File: config.mk
export PLATFORM = sky130hd
export DESIGN_NAME = gray_threshold_majority_filter_flat
export DESIGN_NICKNAME = d
export VERILOG_FILES = /design/src/gtmf_pkg.sv /design/src/gtmf_pix_if.sv /design/src/gtmf_res_if.sv /design/src/gtmf_ram.sv /design/src/gtmf_front.sv /design/src/gtmf_back.sv /design/src/gray_threshold_majority_filter.sv /design/src/flat_wrapper.sv
export SDC_FILE = /design/constraint.sdc
export NUM_CORES = 2
export LEC_CHECK = 0
export ABC_AREA = 1
export ABC_CLOCK_PERIOD_IN_PS = 31600
export CORE_ASPECT_RATIO = 1.75
export CORE_MARGIN = 2
export CORE_UTILIZATION = 49
export DETAILED_ROUTE_END_ITERATION = 8
export DONT_BUFFER_PORTS = 1
export SETUP_SLACK_MARGIN = 0.5
export SLEW_MARGIN = 20
export SYNTH_ARGS = -nofsm -noshare
export SYNTH_HDL_FRONTEND = slang
export SYNTH_SLANG_ARGS = --single-unit
File: constraint.sdc
create_clock -name clk -period 31.6 [get_ports clk]
set_input_delay 3.16 -clock clk [delete_from_list [all_inputs] [get_ports clk]]
set_output_delay 3.16 -clock clk [all_outputs]
set_load 0.005 [all_outputs]
File: src/gtmf_pkg.sv
// Shared types, constants and the majority function of the gray threshold
// majority filter. No dependencies.
package gtmf_pkg;

  localparam int ROW_W      = 12;
  localparam int COL_OUT_W  = 10;
  localparam int CFG_IDX_W  = 2;
  localparam int CFG_DATA_W = 12;

  localparam logic [CFG_IDX_W-1:0] CFG_THRESHOLD    = 2'd0;
  localparam logic [CFG_IDX_W-1:0] CFG_FRAME_WIDTH  = 2'd1;
  localparam logic [CFG_IDX_W-1:0] CFG_FRAME_HEIGHT = 2'd2;

  localparam logic [7:0]  THRESHOLD_RESET    = 8'd0;
  localparam logic [10:0] FRAME_WIDTH_RESET  = 11'd640;
  localparam logic [11:0] FRAME_HEIGHT_RESET = 12'd480;

  // Division of a sum of three bytes by three as a reciprocal multiply.
  localparam logic [9:0] DIV3_MUL   = 10'd683;
  localparam int         DIV3_SHIFT = 11;

  typedef struct packed {
    logic             x;
    logic             last_col;
    logic             last_row;
    logic [ROW_W-1:0] row;
  } pix_info_t;

  typedef struct packed {
    logic                 white;
    logic [ROW_W-1:0]     out_row;
    logic [COL_OUT_W-1:0] out_col;
    logic                 last_of_run;
    logic                 frame_done;
  } res_t;

  // Window bit r*3+c; row 0 is the oldest row, column 0 the oldest column.
  function automatic logic majority(logic [8:0] w, logic [1:0] r0, logic [1:0] c0);
    logic [3:0] total;
    logic [3:0] white;
    total = 4'd0;
    white = 4'd0;
    for (int r = 0; r < 3; r++) begin
      for (int c = 0; c < 3; c++) begin
        if (r >= int'(r0) && c >= int'(c0)) begin
          total = total + 4'd1;
          white = white + {3'b000, w[r*3+c]};
        end
      end
    end
    return {white, 1'b0} > {1'b0, total};
  endfunction

endpackage

File: src/gtmf_pix_if.sv
// Input pixel channel of the gray threshold majority filter.
// Depends on nothing.
interface gtmf_pix_if;
  logic       valid;
  logic       ready;
  logic [7:0] blue;
  logic [7:0] green;
  logic [7:0] red;

  modport source(output valid, blue, green, red, input ready);
  modport sink(input valid, blue, green, red, output ready);
endinterface

File: src/gtmf_res_if.sv
// Result channel of the gray threshold majority filter.
// Depends on nothing.
interface gtmf_res_if;
  logic        valid;
  logic        ready;
  logic        white;
  logic [11:0] out_row;
  logic [9:0]  out_col;
  logic        last_of_run;
  logic        frame_done;

  modport source(output valid, white, out_row, out_col, last_of_run, frame_done,
                 input ready);
  modport sink(input valid, white, out_row, out_col, last_of_run, frame_done,
               output ready);
endinterface

File: src/gtmf_ram.sv
// Generic single-clock RAM with one write port and one registered read port.
// Depends on nothing.
module gtmf_ram #(
  parameter int WIDTH = 2,
  parameter int DEPTH = 1024
) (
  input  logic                     clk,
  input  logic                     wr_en,
  input  logic [$clog2(DEPTH)-1:0] wr_addr,
  input  logic [WIDTH-1:0]         wr_data,
  input  logic                     rd_en,
  input  logic [$clog2(DEPTH)-1:0] rd_addr,
  output logic [WIDTH-1:0]         rd_data
);

  logic [WIDTH-1:0] mem [DEPTH];

  always_ff @(posedge clk) begin
    if (wr_en) begin
      mem[wr_addr] <= wr_data;
    end
    if (rd_en) begin
      rd_data <= mem[rd_addr];
    end
  end

endmodule

File: src/gtmf_front.sv
// Input stage: gray conversion, threshold, raster counters and line store read.
// Depends on gtmf_pkg and gtmf_pix_if.
module gtmf_front #(
  parameter int MAX_WIDTH = 1024,
  parameter int CW        = $clog2(MAX_WIDTH)
) (
  input  logic                       clk,
  input  logic                       rst,
  gtmf_pix_if.sink                   pix,
  input  logic [7:0]                 threshold,
  input  logic [10:0]                frame_width,
  input  logic [11:0]                frame_height,
  input  logic                       b_ready,
  output logic                       accept,
  output logic [CW-1:0]              col,
  output gtmf_pkg::pix_info_t        info
);

  logic [CW-1:0]              column_count;
  logic [gtmf_pkg::ROW_W-1:0] row_count;
  logic [9:0]                 sum;
  logic [19:0]                prod;
  logic [7:0]                 gray;
  logic [12:0]                w_eff;
  logic [12:0]                w_last;
  logic [11:0]                h_eff;
  logic [11:0]                h_last;
  logic                       last_col;
  logic                       last_row;

  assign sum  = 10'(pix.blue) + 10'(pix.green) + 10'(pix.red);
  assign prod = 20'(sum) * 20'(gtmf_pkg::DIV3_MUL);
  assign gray = prod[gtmf_pkg::DIV3_SHIFT +: 8];

  always_comb begin
    if (frame_width < 11'd2) begin
      w_eff = 13'd2;
    end else if (13'(frame_width) > 13'(MAX_WIDTH)) begin
      w_eff = 13'(MAX_WIDTH);
    end else begin
      w_eff = 13'(frame_width);
    end
    h_eff = (frame_height < 12'd2) ? 12'd2 : frame_height;
  end

  assign w_last   = w_eff - 13'd1;
  assign h_last   = h_eff - 12'd1;
  assign last_col = 13'(column_count) >= w_last;
  assign last_row = row_count >= h_last;

  assign pix.ready = b_ready;
  assign accept    = pix.valid && b_ready;
  assign col       = column_count;

  always_comb begin
    info.x        = gray > threshold;
    info.last_col = last_col;
    info.last_row = last_row;
    info.row      = row_count;
  end

  always_ff @(posedge clk) begin
    if (rst) begin
      column_count <= '0;
      row_count    <= '0;
    end else if (accept) begin
      if (last_col) begin
        column_count <= '0;
        row_count    <= last_row ? '0 : row_count + 12'd1;
      end else begin
        column_count <= column_count + CW'(1);
      end
    end
  end

endmodule

File: src/gtmf_back.sv
// Window stage and result queue: line store write-back, 3x3 window shift,
// majority results per item, delivered one per cycle when res is ready.
// Depends on gtmf_pkg and gtmf_res_if.
module gtmf_back #(
  parameter int MAX_WIDTH = 1024,
  parameter int CW        = $clog2(MAX_WIDTH)
) (
  input  logic                clk,
  input  logic                rst,
  input  logic                load,
  input  logic [CW-1:0]       col_in,
  input  gtmf_pkg::pix_info_t info_in,
  input  logic [1:0]          line_rd,
  output logic                b_ready,
  output logic                line_wr_en,
  output logic [CW-1:0]       line_wr_addr,
  output logic [1:0]          line_wr_data,
  gtmf_res_if.source          res
);

  logic                b_valid;
  logic [CW-1:0]       b_col;
  gtmf_pkg::pix_info_t b_info;
  logic [8:0]          win;
  logic [8:0]          win_next;
  logic [2:0]          cnt;
  gtmf_pkg::res_t      slot [4];
  gtmf_pkg::res_t      pk [4];
  logic [2:0]          n;
  logic                above;
  logic                two_above;
  logic                c_ge1;
  logic                c_ge2;
  logic                r_ge1;
  logic                r_ge2;
  logic [1:0]          top;
  logic [1:0]          left;
  logic [1:0]          top_cur;
  logic [1:0]          left_cur;
  logic                c_free;
  logic                b_adv;
  logic [gtmf_pkg::ROW_W-1:0]     row_m1;
  logic [gtmf_pkg::COL_OUT_W-1:0] col_out;
  logic [gtmf_pkg::COL_OUT_W-1:0] col_m1;

  assign above     = line_rd[0];
  assign two_above = line_rd[1];

  assign win_next = {b_info.x, win[8:7], above, win[5:4], two_above, win[2:1]};

  assign c_ge1    = b_col != '0;
  assign c_ge2    = 32'(b_col) >= 32'd2;
  assign r_ge1    = b_info.row != '0;
  assign r_ge2    = b_info.row >= 12'd2;
  assign top      = r_ge2 ? 2'd0 : 2'd1;
  assign left     = c_ge2 ? 2'd0 : 2'd1;
  assign top_cur  = r_ge1 ? 2'd1 : 2'd2;
  assign left_cur = c_ge1 ? 2'd1 : 2'd2;
  assign row_m1   = b_info.row - 12'd1;
  assign col_out  = gtmf_pkg::COL_OUT_W'(b_col);
  assign col_m1   = col_out - 10'd1;

  always_comb begin
    n = 3'd0;
    for (int i = 0; i < 4; i++) begin
      pk[i] = '0;
    end
    if (r_ge1 && c_ge1) begin
      pk[n[1:0]].white   = gtmf_pkg::majority(win_next, top, left);
      pk[n[1:0]].out_row = row_m1;
      pk[n[1:0]].out_col = col_m1;
      n = n + 3'd1;
    end
    if (b_info.last_row && c_ge1) begin
      pk[n[1:0]].white   = gtmf_pkg::majority(win_next, top_cur, left);
      pk[n[1:0]].out_row = b_info.row;
      pk[n[1:0]].out_col = col_m1;
      n = n + 3'd1;
    end
    if (b_info.last_col && r_ge1) begin
      pk[n[1:0]].white   = gtmf_pkg::majority(win_next, top, left_cur);
      pk[n[1:0]].out_row = row_m1;
      pk[n[1:0]].out_col = col_out;
      n = n + 3'd1;
    end
    if (b_info.last_col && b_info.last_row) begin
      pk[n[1:0]].white   = gtmf_pkg::majority(win_next, top_cur, left_cur);
      pk[n[1:0]].out_row = b_info.row;
      pk[n[1:0]].out_col = col_out;
      n = n + 3'd1;
    end
    for (int i = 0; i < 4; i++) begin
      if (3'(i + 1) == n) begin
        pk[i].last_of_run = 1'b1;
        pk[i].frame_done  = b_info.last_col && b_info.last_row;
      end
    end
  end

  assign c_free  = (cnt == 3'd0) || (cnt == 3'd1 && res.ready);
  assign b_adv   = b_valid && (n == 3'd0 || c_free);
  assign b_ready = !b_valid || b_adv;

  assign line_wr_en   = b_adv;
  assign line_wr_addr = b_col;
  assign line_wr_data = {above, b_info.x};

  assign res.valid       = cnt != 3'd0;
  assign res.white       = slot[0].white;
  assign res.out_row     = slot[0].out_row;
  assign res.out_col     = slot[0].out_col;
  assign res.last_of_run = slot[0].last_of_run;
  assign res.frame_done  = slot[0].frame_done;

  always_ff @(posedge clk) begin
    if (rst) begin
      b_valid <= 1'b0;
      win     <= '0;
      cnt     <= 3'd0;
    end else begin
      if (load) begin
        b_valid <= 1'b1;
      end else if (b_adv) begin
        b_valid <= 1'b0;
      end
      if (b_adv) begin
        win <= win_next;
      end
      if (b_adv && n != 3'd0) begin
        cnt <= n;
      end else if (res.valid && res.ready) begin
        cnt <= cnt - 3'd1;
      end
    end
  end

  always_ff @(posedge clk) begin
    if (load) begin
      b_col  <= col_in;
      b_info <= info_in;
    end
    if (b_adv && n != 3'd0) begin
      for (int i = 0; i < 4; i++) begin
        slot[i] <= pk[i];
      end
    end else if (res.valid && res.ready) begin
      for (int i = 0; i < 3; i++) begin
        slot[i] <= slot[i+1];
      end
    end
  end

endmodule

File: src/gray_threshold_majority_filter.sv
// Gray threshold with 3x3 majority filter over a raster pixel stream.
// Path: an accepted item is registered in the window stage, its results in the queue.
// Throughput if res ready: one item per cycle, set by the single result port: a row's last
// item has two results below row 0, a last-row item past col 0 two, the frame's last four.
// Reset clears counters, window, queue and registers to defaults; the line stores
// are not cleared and need no clearing pass. Depends on gtmf_pkg and all modules.
module gray_threshold_majority_filter #(
  parameter int MAX_WIDTH = 1024
) (
  input  logic                            clk,
  input  logic                            rst,
  input  logic                            cfg_wr_en,
  input  logic [gtmf_pkg::CFG_IDX_W-1:0]  cfg_index,
  input  logic [gtmf_pkg::CFG_DATA_W-1:0] cfg_data,
  gtmf_pix_if.sink                        pix,
  gtmf_res_if.source                      res
);

  localparam int CW = $clog2(MAX_WIDTH);

  logic [7:0]          threshold;
  logic [10:0]         frame_width;
  logic [11:0]         frame_height;
  logic                accept;
  logic                b_ready;
  logic [CW-1:0]       col;
  gtmf_pkg::pix_info_t info;
  logic [1:0]          line_rd;
  logic                line_wr_en;
  logic [CW-1:0]       line_wr_addr;
  logic [1:0]          line_wr_data;

  always_ff @(posedge clk) begin
    if (rst) begin
      threshold    <= gtmf_pkg::THRESHOLD_RESET;
      frame_width  <= gtmf_pkg::FRAME_WIDTH_RESET;
      frame_height <= gtmf_pkg::FRAME_HEIGHT_RESET;
    end else if (cfg_wr_en) begin
      unique case (cfg_index)
        gtmf_pkg::CFG_THRESHOLD: begin
          threshold <= cfg_data[7:0];
        end
        gtmf_pkg::CFG_FRAME_WIDTH: begin
          frame_width <= cfg_data[10:0];
        end
        gtmf_pkg::CFG_FRAME_HEIGHT: begin
          frame_height <= cfg_data[11:0];
        end
        default: begin
        end
      endcase
    end
  end

  gtmf_front #(
    .MAX_WIDTH(MAX_WIDTH),
    .CW(CW)
  ) u_front (
    .clk(clk),
    .rst(rst),
    .pix(pix),
    .threshold(threshold),
    .frame_width(frame_width),
    .frame_height(frame_height),
    .b_ready(b_ready),
    .accept(accept),
    .col(col),
    .info(info)
  );

  // Bit 0 holds the row above, bit 1 the row two above.
  gtmf_ram #(
    .WIDTH(2),
    .DEPTH(MAX_WIDTH)
  ) u_lines (
    .clk(clk),
    .wr_en(line_wr_en),
    .wr_addr(line_wr_addr),
    .wr_data(line_wr_data),
    .rd_en(accept),
    .rd_addr(col),
    .rd_data(line_rd)
  );

  gtmf_back #(
    .MAX_WIDTH(MAX_WIDTH),
    .CW(CW)
  ) u_back (
    .clk(clk),
    .rst(rst),
    .load(accept),
    .col_in(col),
    .info_in(info),
    .line_rd(line_rd),
    .b_ready(b_ready),
    .line_wr_en(line_wr_en),
    .line_wr_addr(line_wr_addr),
    .line_wr_data(line_wr_data),
    .res(res)
  );

endmodule
File: src/flat_wrapper.sv
// flat-port wrapper written by rule: the top's interface ports become plain ports
module gray_threshold_majority_filter_flat 
#(
  parameter int MAX_WIDTH = 1024
)
  (clk, rst, cfg_wr_en, cfg_index, cfg_data, pix_valid, pix_blue, pix_green, pix_red, pix_ready, res_valid, res_white, res_out_row, res_out_col, res_last_of_run, res_frame_done, res_ready);
  gtmf_pix_if pix_i ();
  gtmf_res_if res_i ();
  input  logic clk;
  input  logic rst;
  input  logic cfg_wr_en;
  input  logic [gtmf_pkg::CFG_IDX_W-1:0] cfg_index;
  input  logic [gtmf_pkg::CFG_DATA_W-1:0] cfg_data;
  input wire logic [$bits(pix_i.valid)-1:0] pix_valid;
  input wire logic [$bits(pix_i.blue)-1:0] pix_blue;
  input wire logic [$bits(pix_i.green)-1:0] pix_green;
  input wire logic [$bits(pix_i.red)-1:0] pix_red;
  output wire logic [$bits(pix_i.ready)-1:0] pix_ready;
  output wire logic [$bits(res_i.valid)-1:0] res_valid;
  output wire logic [$bits(res_i.white)-1:0] res_white;
  output wire logic [$bits(res_i.out_row)-1:0] res_out_row;
  output wire logic [$bits(res_i.out_col)-1:0] res_out_col;
  output wire logic [$bits(res_i.last_of_run)-1:0] res_last_of_run;
  output wire logic [$bits(res_i.frame_done)-1:0] res_frame_done;
  input wire logic [$bits(res_i.ready)-1:0] res_ready;
  assign pix_i.valid = pix_valid;
  assign pix_i.blue = pix_blue;
  assign pix_i.green = pix_green;
  assign pix_i.red = pix_red;
  assign pix_ready = pix_i.ready;
  assign res_valid = res_i.valid;
  assign res_white = res_i.white;
  assign res_out_row = res_i.out_row;
  assign res_out_col = res_i.out_col;
  assign res_last_of_run = res_i.last_of_run;
  assign res_frame_done = res_i.frame_done;
  assign res_i.ready = res_ready;
  gray_threshold_majority_filter #(.MAX_WIDTH(MAX_WIDTH)) u_core (.clk(clk), .rst(rst), .cfg_wr_en(cfg_wr_en), .cfg_index(cfg_index), .cfg_data(cfg_data), .pix(pix_i), .res(res_i));
endmodule
**Word level (Yosys, flattened, before mapping)**

Memories as Yosys holds them, arrays and structs flattened. A register that Yosys moved wholly into a read port is not among the register bits.
Cells that the tools add are included.

- $lt $le $gt $ge: 30
- Shifts and indexed selects: 0
- Add/subtract/negate cells: 76
- Equality and inequality tests: 7
- Mux-type cells: 206
- Multipliers: 1
- Bitwise gates (word level): 6
- Divide/modulo/power cells: 0
- Reduce and logical (&&, ||, !) cells: 65

Operators by type and width:

| operator | number |
|---|---|
| 100-bit bitwise mux | 9 |
| 4-bit 2-to-1 mux | 136 |
| 25-bit demux with 2-bit select | 9 |
| 100-bit 2-to-1 mux | 3 |
| 25-bit 2-to-1 mux | 6 |
| 4-bit by 1-bit adder with 4-bit output | 32 |
| 4-bit by 1-bit adder with 4-bit output (second input constant) | 32 |
| 24-bit 2-to-1 mux | 3 |
| 12-bit 2-to-1 mux | 5 |
| 1-bit logical AND | 48 |
| 12-bit by 1-bit subtractor with 12-bit output (second input constant) | 2 |
| 23-bit 2-to-1 mux | 1 |
| 11-bit 2-to-1 mux | 2 |
| 5-bit by 4-bit > comparator with 1-bit output | 4 |
| 1-bit 2-to-1 mux | 20 |
| 10-bit by 10-bit multiplier with 19-bit output (second input constant) | 1 |
| 3-bit 2-to-1 mux | 5 |
| 10-bit by 13-bit >= comparator with 1-bit output | 1 |
| 13-bit by 1-bit subtractor with 13-bit output (second input constant) | 1 |
| 12-bit by 1-bit adder with 12-bit output (second input constant) | 1 |
| 12-bit >= comparator | 1 |
| 12-bit by 2-bit >= comparator with 1-bit output (second input constant) | 1 |
| 12-bit by 2-bit less-than comparator with 1-bit output (second input constant) | 1 |
| 2-bit 2-to-1 mux | 6 |
| 34 further kinds | 61 |

- Bits in read-only memories: 0
- Memories: 2
- Output and inout bits: 27
- Input port bits: 43
- Bits in latches: 0
- Flip-flop bits (word level): 91
- Bits in writable memories: 2,148
- Logic and storage cells: 406

Memories:

| memory | words | width | read ports | clocked after memory_dff | write ports | RTL line | text |
|---|---|---|---|---|---|---|---|
| u_core.u_lines.mem | 1,024 | 2 | 1 | 1 | 1 | gtmf_ram.sv:16 | `logic [WIDTH-1:0] mem [DEPTH];` |
| u_core.u_back.slot | 4 | 25 | 4 | 0 | 4 | gtmf_back.sv:27 | `gtmf_pkg::res_t slot [4];` |

**Longest topological paths before layout**

- Depth after elaboration: 46
- Gate-level depth with buffers: 43

**Modules after synthesis**

A second synthesis with hierarchy kept.

- Cells, all modules: 9,757
- Area, all modules: 101,503.6 um^2

Modules (own cells, without submodules):

| module | seq. area each (um^2) | area each (um^2) | cells an instance | instances |
|---|---|---|---|---|
| gtmf_ram | 61,559.0 | 86,973.4 | 7,976 | 1 |
| gtmf_back | 3,953.8 | 8,587.0 | 986 | 1 |
| gtmf_front | 440.4 | 4,640.7 | 602 | 1 |
| gray_threshold_majority_filter | 620.6 | 1,302.5 | 193 | 1 |

**Worst setup path before layout**

OpenSTA, ideal clock, no wires.

- Path kind: register to register
- Start point: register u_core.u_lines.rd_data[0], read port of u_core.u_lines.mem
- End point: memory u_core.u_back.slot[1][24] in the netlist's numbering (data pin)
- Path slack: 15.105 ns
- Arrival: 16.233 ns
- Required time: 31.338 ns
- Stages on the path, launching flop included: 21
- Setup time: 0.262 ns
- Clock period less this slack: 16.495 ns
- Cells stage by stage: edfxtp_1 > ha_1 > o21ai_0 > inv_1 > ha_1 > nand2_1 > o21ai_0 > ha_1 > ha_1 > ha_1 > xor2_1 > inv_1 > ha_1 > a21oi_1 > nand2_1 > nand2_1 > nand2_1 > nor2_1 > nor2_1 > a21oi_1 > o21ai_0

RTL lines:

| what | RTL line | text |
|---|---|---|
| start, declared | gtmf_ram.sv:13 | `output logic [WIDTH-1:0] rd_data` |
| end, declared | gtmf_back.sv:27 |  |

==> results by group <==
Worst setup path
  • R2R Setup Slk: 23.12 ns
  • CP peak stage delay: 0.53 ns
  • Worst Setup End Kind: flop
  • Critical path peak fanout: 4
  • Critical path origin: pix_green[0]
  • Worst Path Arrival: 10.42 ns
  • End of the worst register-to-register path: u_core.u_back.slot[0][24]$_DFFE_PP_
  • Setup crit end: u_core.u_back.line_wr_data[0]$_DFFE_PP_
  • Worst path bufs/invs: 8
  • Worst reg-to-reg path cell count: 31
  • WP depth: 39
  • Start-to-end type of the worst setup path: primary input to flop
  • Cell family with most CP delay: adder cells
  • Worst EP required: 32.18 ns
  • Most used cell, CP: inv_1
  • CP Launch Type: primary input
  • CP max stage cell: fa_1
  • RR Startpoint: u_core.u_back.line_wr_addr[1]$_DFFE_PP_

Floorplanning
  • Row Count: 217
  • Die Ht: 597 µm
  • I/O pins: 70
  • Core ar.: 200000 µm²
  • Starting density of the core: 49.3%
  • Die footprint: 204000 µm²
  • Die W: 343 µm

Global route
  • First-pass GRT wire length: 425000 µm
  • Initial antenna violation count: 7
  • Vias in the first global route: 68800
  • Gr ovfl total: 0
  • Gr usage total: 28.0%
  • Largest net degree at the start of global routing: 209

Job
  • Max-Cap Viols: 0

CTS
  • Clock tree from TritonCTS: done
  • Clk_lat worst skew: 0.88 ns
  • H-tree depth: 4
  • Clk buf depth: 4
  • Total CTS buffers: 202
  • Hold_buf cts: 0
  • Clock sinks: 2238
  • Root Driver: clkbuf_16
  • CTS resizes: 0
  • Number of post-CTS setup repair buffers: 0
  • Worst-path clk slew: 0.07 ns

Synthesis
  • Area contributors post-synth: edfxtp_1 66%, nor2_1 8.5%, o21ai_0 5.6%
  • Post-synthesis register bit count: 2238
  • Yosys Warn Count: 0
  • Synth area leader: edfxtp_1
  • Top cell type's share of synthesized area: 66.4%
  • Seq/Total Area, Yosys: 67.7%
  • Post-Syn Area: 98300 µm²
  • Post-synthesis cell type count: 56
  • Syn nets: 9011
  • Syn_area_per_cell: 11.2 µm²
  • Mapped Cells: 8755

STA
  • Post-route worst setup slack: 21.76 ns
  • Slew Viols, Final: 0
  • Worst clock skew: 0.0578 ns
  • Setup TNS: 0 ns
  • Worst-margin pin slew: 1.29 ns
  • Setup-failing EPs final: 0
  • Final period utilization: 31.2%
  • Fmax: 102 MHz
  • Slew margin rel.: 14.3%
  • Final hold vios: 0
  • RSZ-0062 raised after global routing: false
  • Tmin final: 9.84 ns

Drt
  • Final wirelength: 291000 µm
  • Met2 wire length: 147000 µm
  • M1 WL: 106000 µm
  • 1st-iter DRT viols: 7363
  • Drt first pass iters: 6
  • Uppermost layer routed: met4
  • WL/cell: 26.0 µm
  • DRC Markers: 0
  • Vias per cell: 6.12
  • Vias: 68600
  • Met3 wire length: 22000 µm
  • DRT antenna net count: 0

Final layout
  • Non-Filler Instances: 11200
  • Final Cell Area: 107000 µm²
  • Fill count: 17500
  • Register area: 66600 µm²
  • Core Util, Final: 53.4%
  • Share of cells above drive strength 1: 6.07%
  • Synthesis-to-layout area growth: 8.47%
  • Area of the multi-input gates: 28400 µm²
  • Nets: 8685

Placed design
  • Placed cell count: 10900
  • Area post-placement: 100000 µm²
  • RePlAce Congestion: 0.835
  • # port buffers: 0
  • DP Worst Slack: 20.74 ns
  • HPWL after DPL: 162000 µm

Power and ir drop
  • Leakage power: 34.5 nW
  • Pint: 5.62 mW
  • Clock share of power: 29.2%
  • Sw Share: 31.6%
  • VDD IR max: 0.116 mV
  • Logic pwr share: 26.1%
  • Seq pwr share: 44.7%
  • Power Density: 77.1 nW/µm²
  • P_sw: 2.60 mW

Worst hold path
  • Hold depth: 2
  • Hold Crit Class: flop to flop

Outcome
  • Status: finished clean
-- power by group through the flow --
stage	registers [mW]	clock network [mW]	logic [mW]
detailed placement	3.74	0	2.16
global route	3.68	2.53	2.46
CTS	3.67	2.43	2.17
floorplan	4.12	0	1.38
finish	3.67	2.40	2.14
global placement	3.74	0	2.17
-- cells in the final DEF, fill, tap and decap left out, types with 189 or more instances in the layout --
cell type	synthesis	routed
inv_1	201	196
o221ai_1	189	189
clkbuf_16	0	208
ha_1	192	192
nand3_1	321	321
edfxtp_1	2175	2175
nand2_1	697	663
nor2_1	2221	2219
o22ai_1	363	363
o21ai_0	1098	1097
-- metal layers --
layer,track usage [%],vias up
li1,-,30700
met1,33.4,34200
met2,49.3,2918
met3,3.74,707
met4,14.4,0
met5,0,-
-- how the worst min path moves through the flow --
stage                                              from                                 endpoint  slack (ns)
finish              u_core.frame_height[1]$_SDFFE_PP0P_      u_core.frame_height[1]$_SDFFE_PP0P_        0.49
global route           u_core.threshold[4]$_SDFFE_PP0P_         u_core.threshold[4]$_SDFFE_PP0P_        0.52
CTS                 u_core.frame_height[1]$_SDFFE_PP0P_      u_core.frame_height[1]$_SDFFE_PP0P_        0.50
detailed placement  u_core.frame_height[1]$_SDFFE_PP0P_      u_core.frame_height[1]$_SDFFE_PP0P_        0.48
global placement      u_core.u_back.win[1]$_SDFFE_PP0P_        u_core.u_back.win[1]$_SDFFE_PP0P_        0.47
floorplan            u_core.u_front.col[0]$_SDFFE_PP0P_  u_core.u_back.line_wr_addr[0]$_DFFE_PP_        0.43
-- state kept, by name, indices dropped and copies added (netlist names) --
register / cells
u_core.u_back.b_valid: 1
u_core.u_front.col: 10
u_core.u_back.b_info: 14
u_core.u_back.win: 6
u_core.u_lines.mem: 2048
u_core.u_back.line_wr_addr: 10
u_core.u_back.line_wr_data: 1
u_core.u_lines.rd_data: 2
u_core.threshold: 8
u_core.u_front.row_count: 12
u_core.u_back.cnt: 3
u_core.frame_height: 12
u_core.frame_width: 11
u_core.u_back.slot: 100
-- kinds of logic after synthesis --
kind of cell / Yosys count / synth area share (%)
compound gates: 1964 / 11.5
xor+xnor: 84 / 0.767
fa+ha+maj: 213 / 2.87
buf+inv: 894 / 3.54
flops: 2238 / 67.7
simple gates: 3362 / 13.6
-- cell usage after synthesis, drive strengths merged --
cell and instances:
nor2 2238, edfxtp 2175, o21ai 1131, nand2 708, clkbuf 599, o22ai 363, nand3 325, inv 212
ha 192, o221ai 189, a21oi 174, buf 76, o211ai 69, dfxtp 63, xor2 61, nand4 41
nor3 30, xnor2 23, fa 21, a31oi 10, clkinv 7, a21o 6, nand3b 6, a21boi 5
nor4 5, nor3b 3, o21a 3, and2 2, o2111ai 2, o211a 2, o21bai 2, o41ai 2
or2 2, a211oi 1, a22o 1, a32o 1, a41oi 1, and3 1, nor4b 1, o311ai 1
o41a 1
-- cell type report --
type | instances | area share [%]
antenna | 1 | 0.00235
inverter | 219 | 0.797
clock buffer | 262 | 5.14
tap | 2628 | 3.08
clock inverter | 99 | 0.759
sequential | 2238 | 62.4
multi-input combinational | 5623 | 26.7
timing repair buffer | 145 | 1.12
-- worst reg2reg max path, delay by kind of cell (launching register included) --
family / cells / cell delay (ns)
adders and majority gates: 4 / 1.49
buffers and inverters: 11 / 2.52
and+or+nand+nor: 14 / 3.44
AOI/OAI and AO/OA: 2 / 0.35
DFF: 1 / 0.50
-- through the flow --
stage	hold slack [ns]	power [mW]
3_3_place_gp	0.469	5.91
2_1_floorplan	0.431	5.51
4_1_cts	0.496	8.28
6_report	0.495	8.22
5_1_grt	0.517	8.67
3_5_place_dp	0.481	5.90
Power figures use the tool's default switching activity.
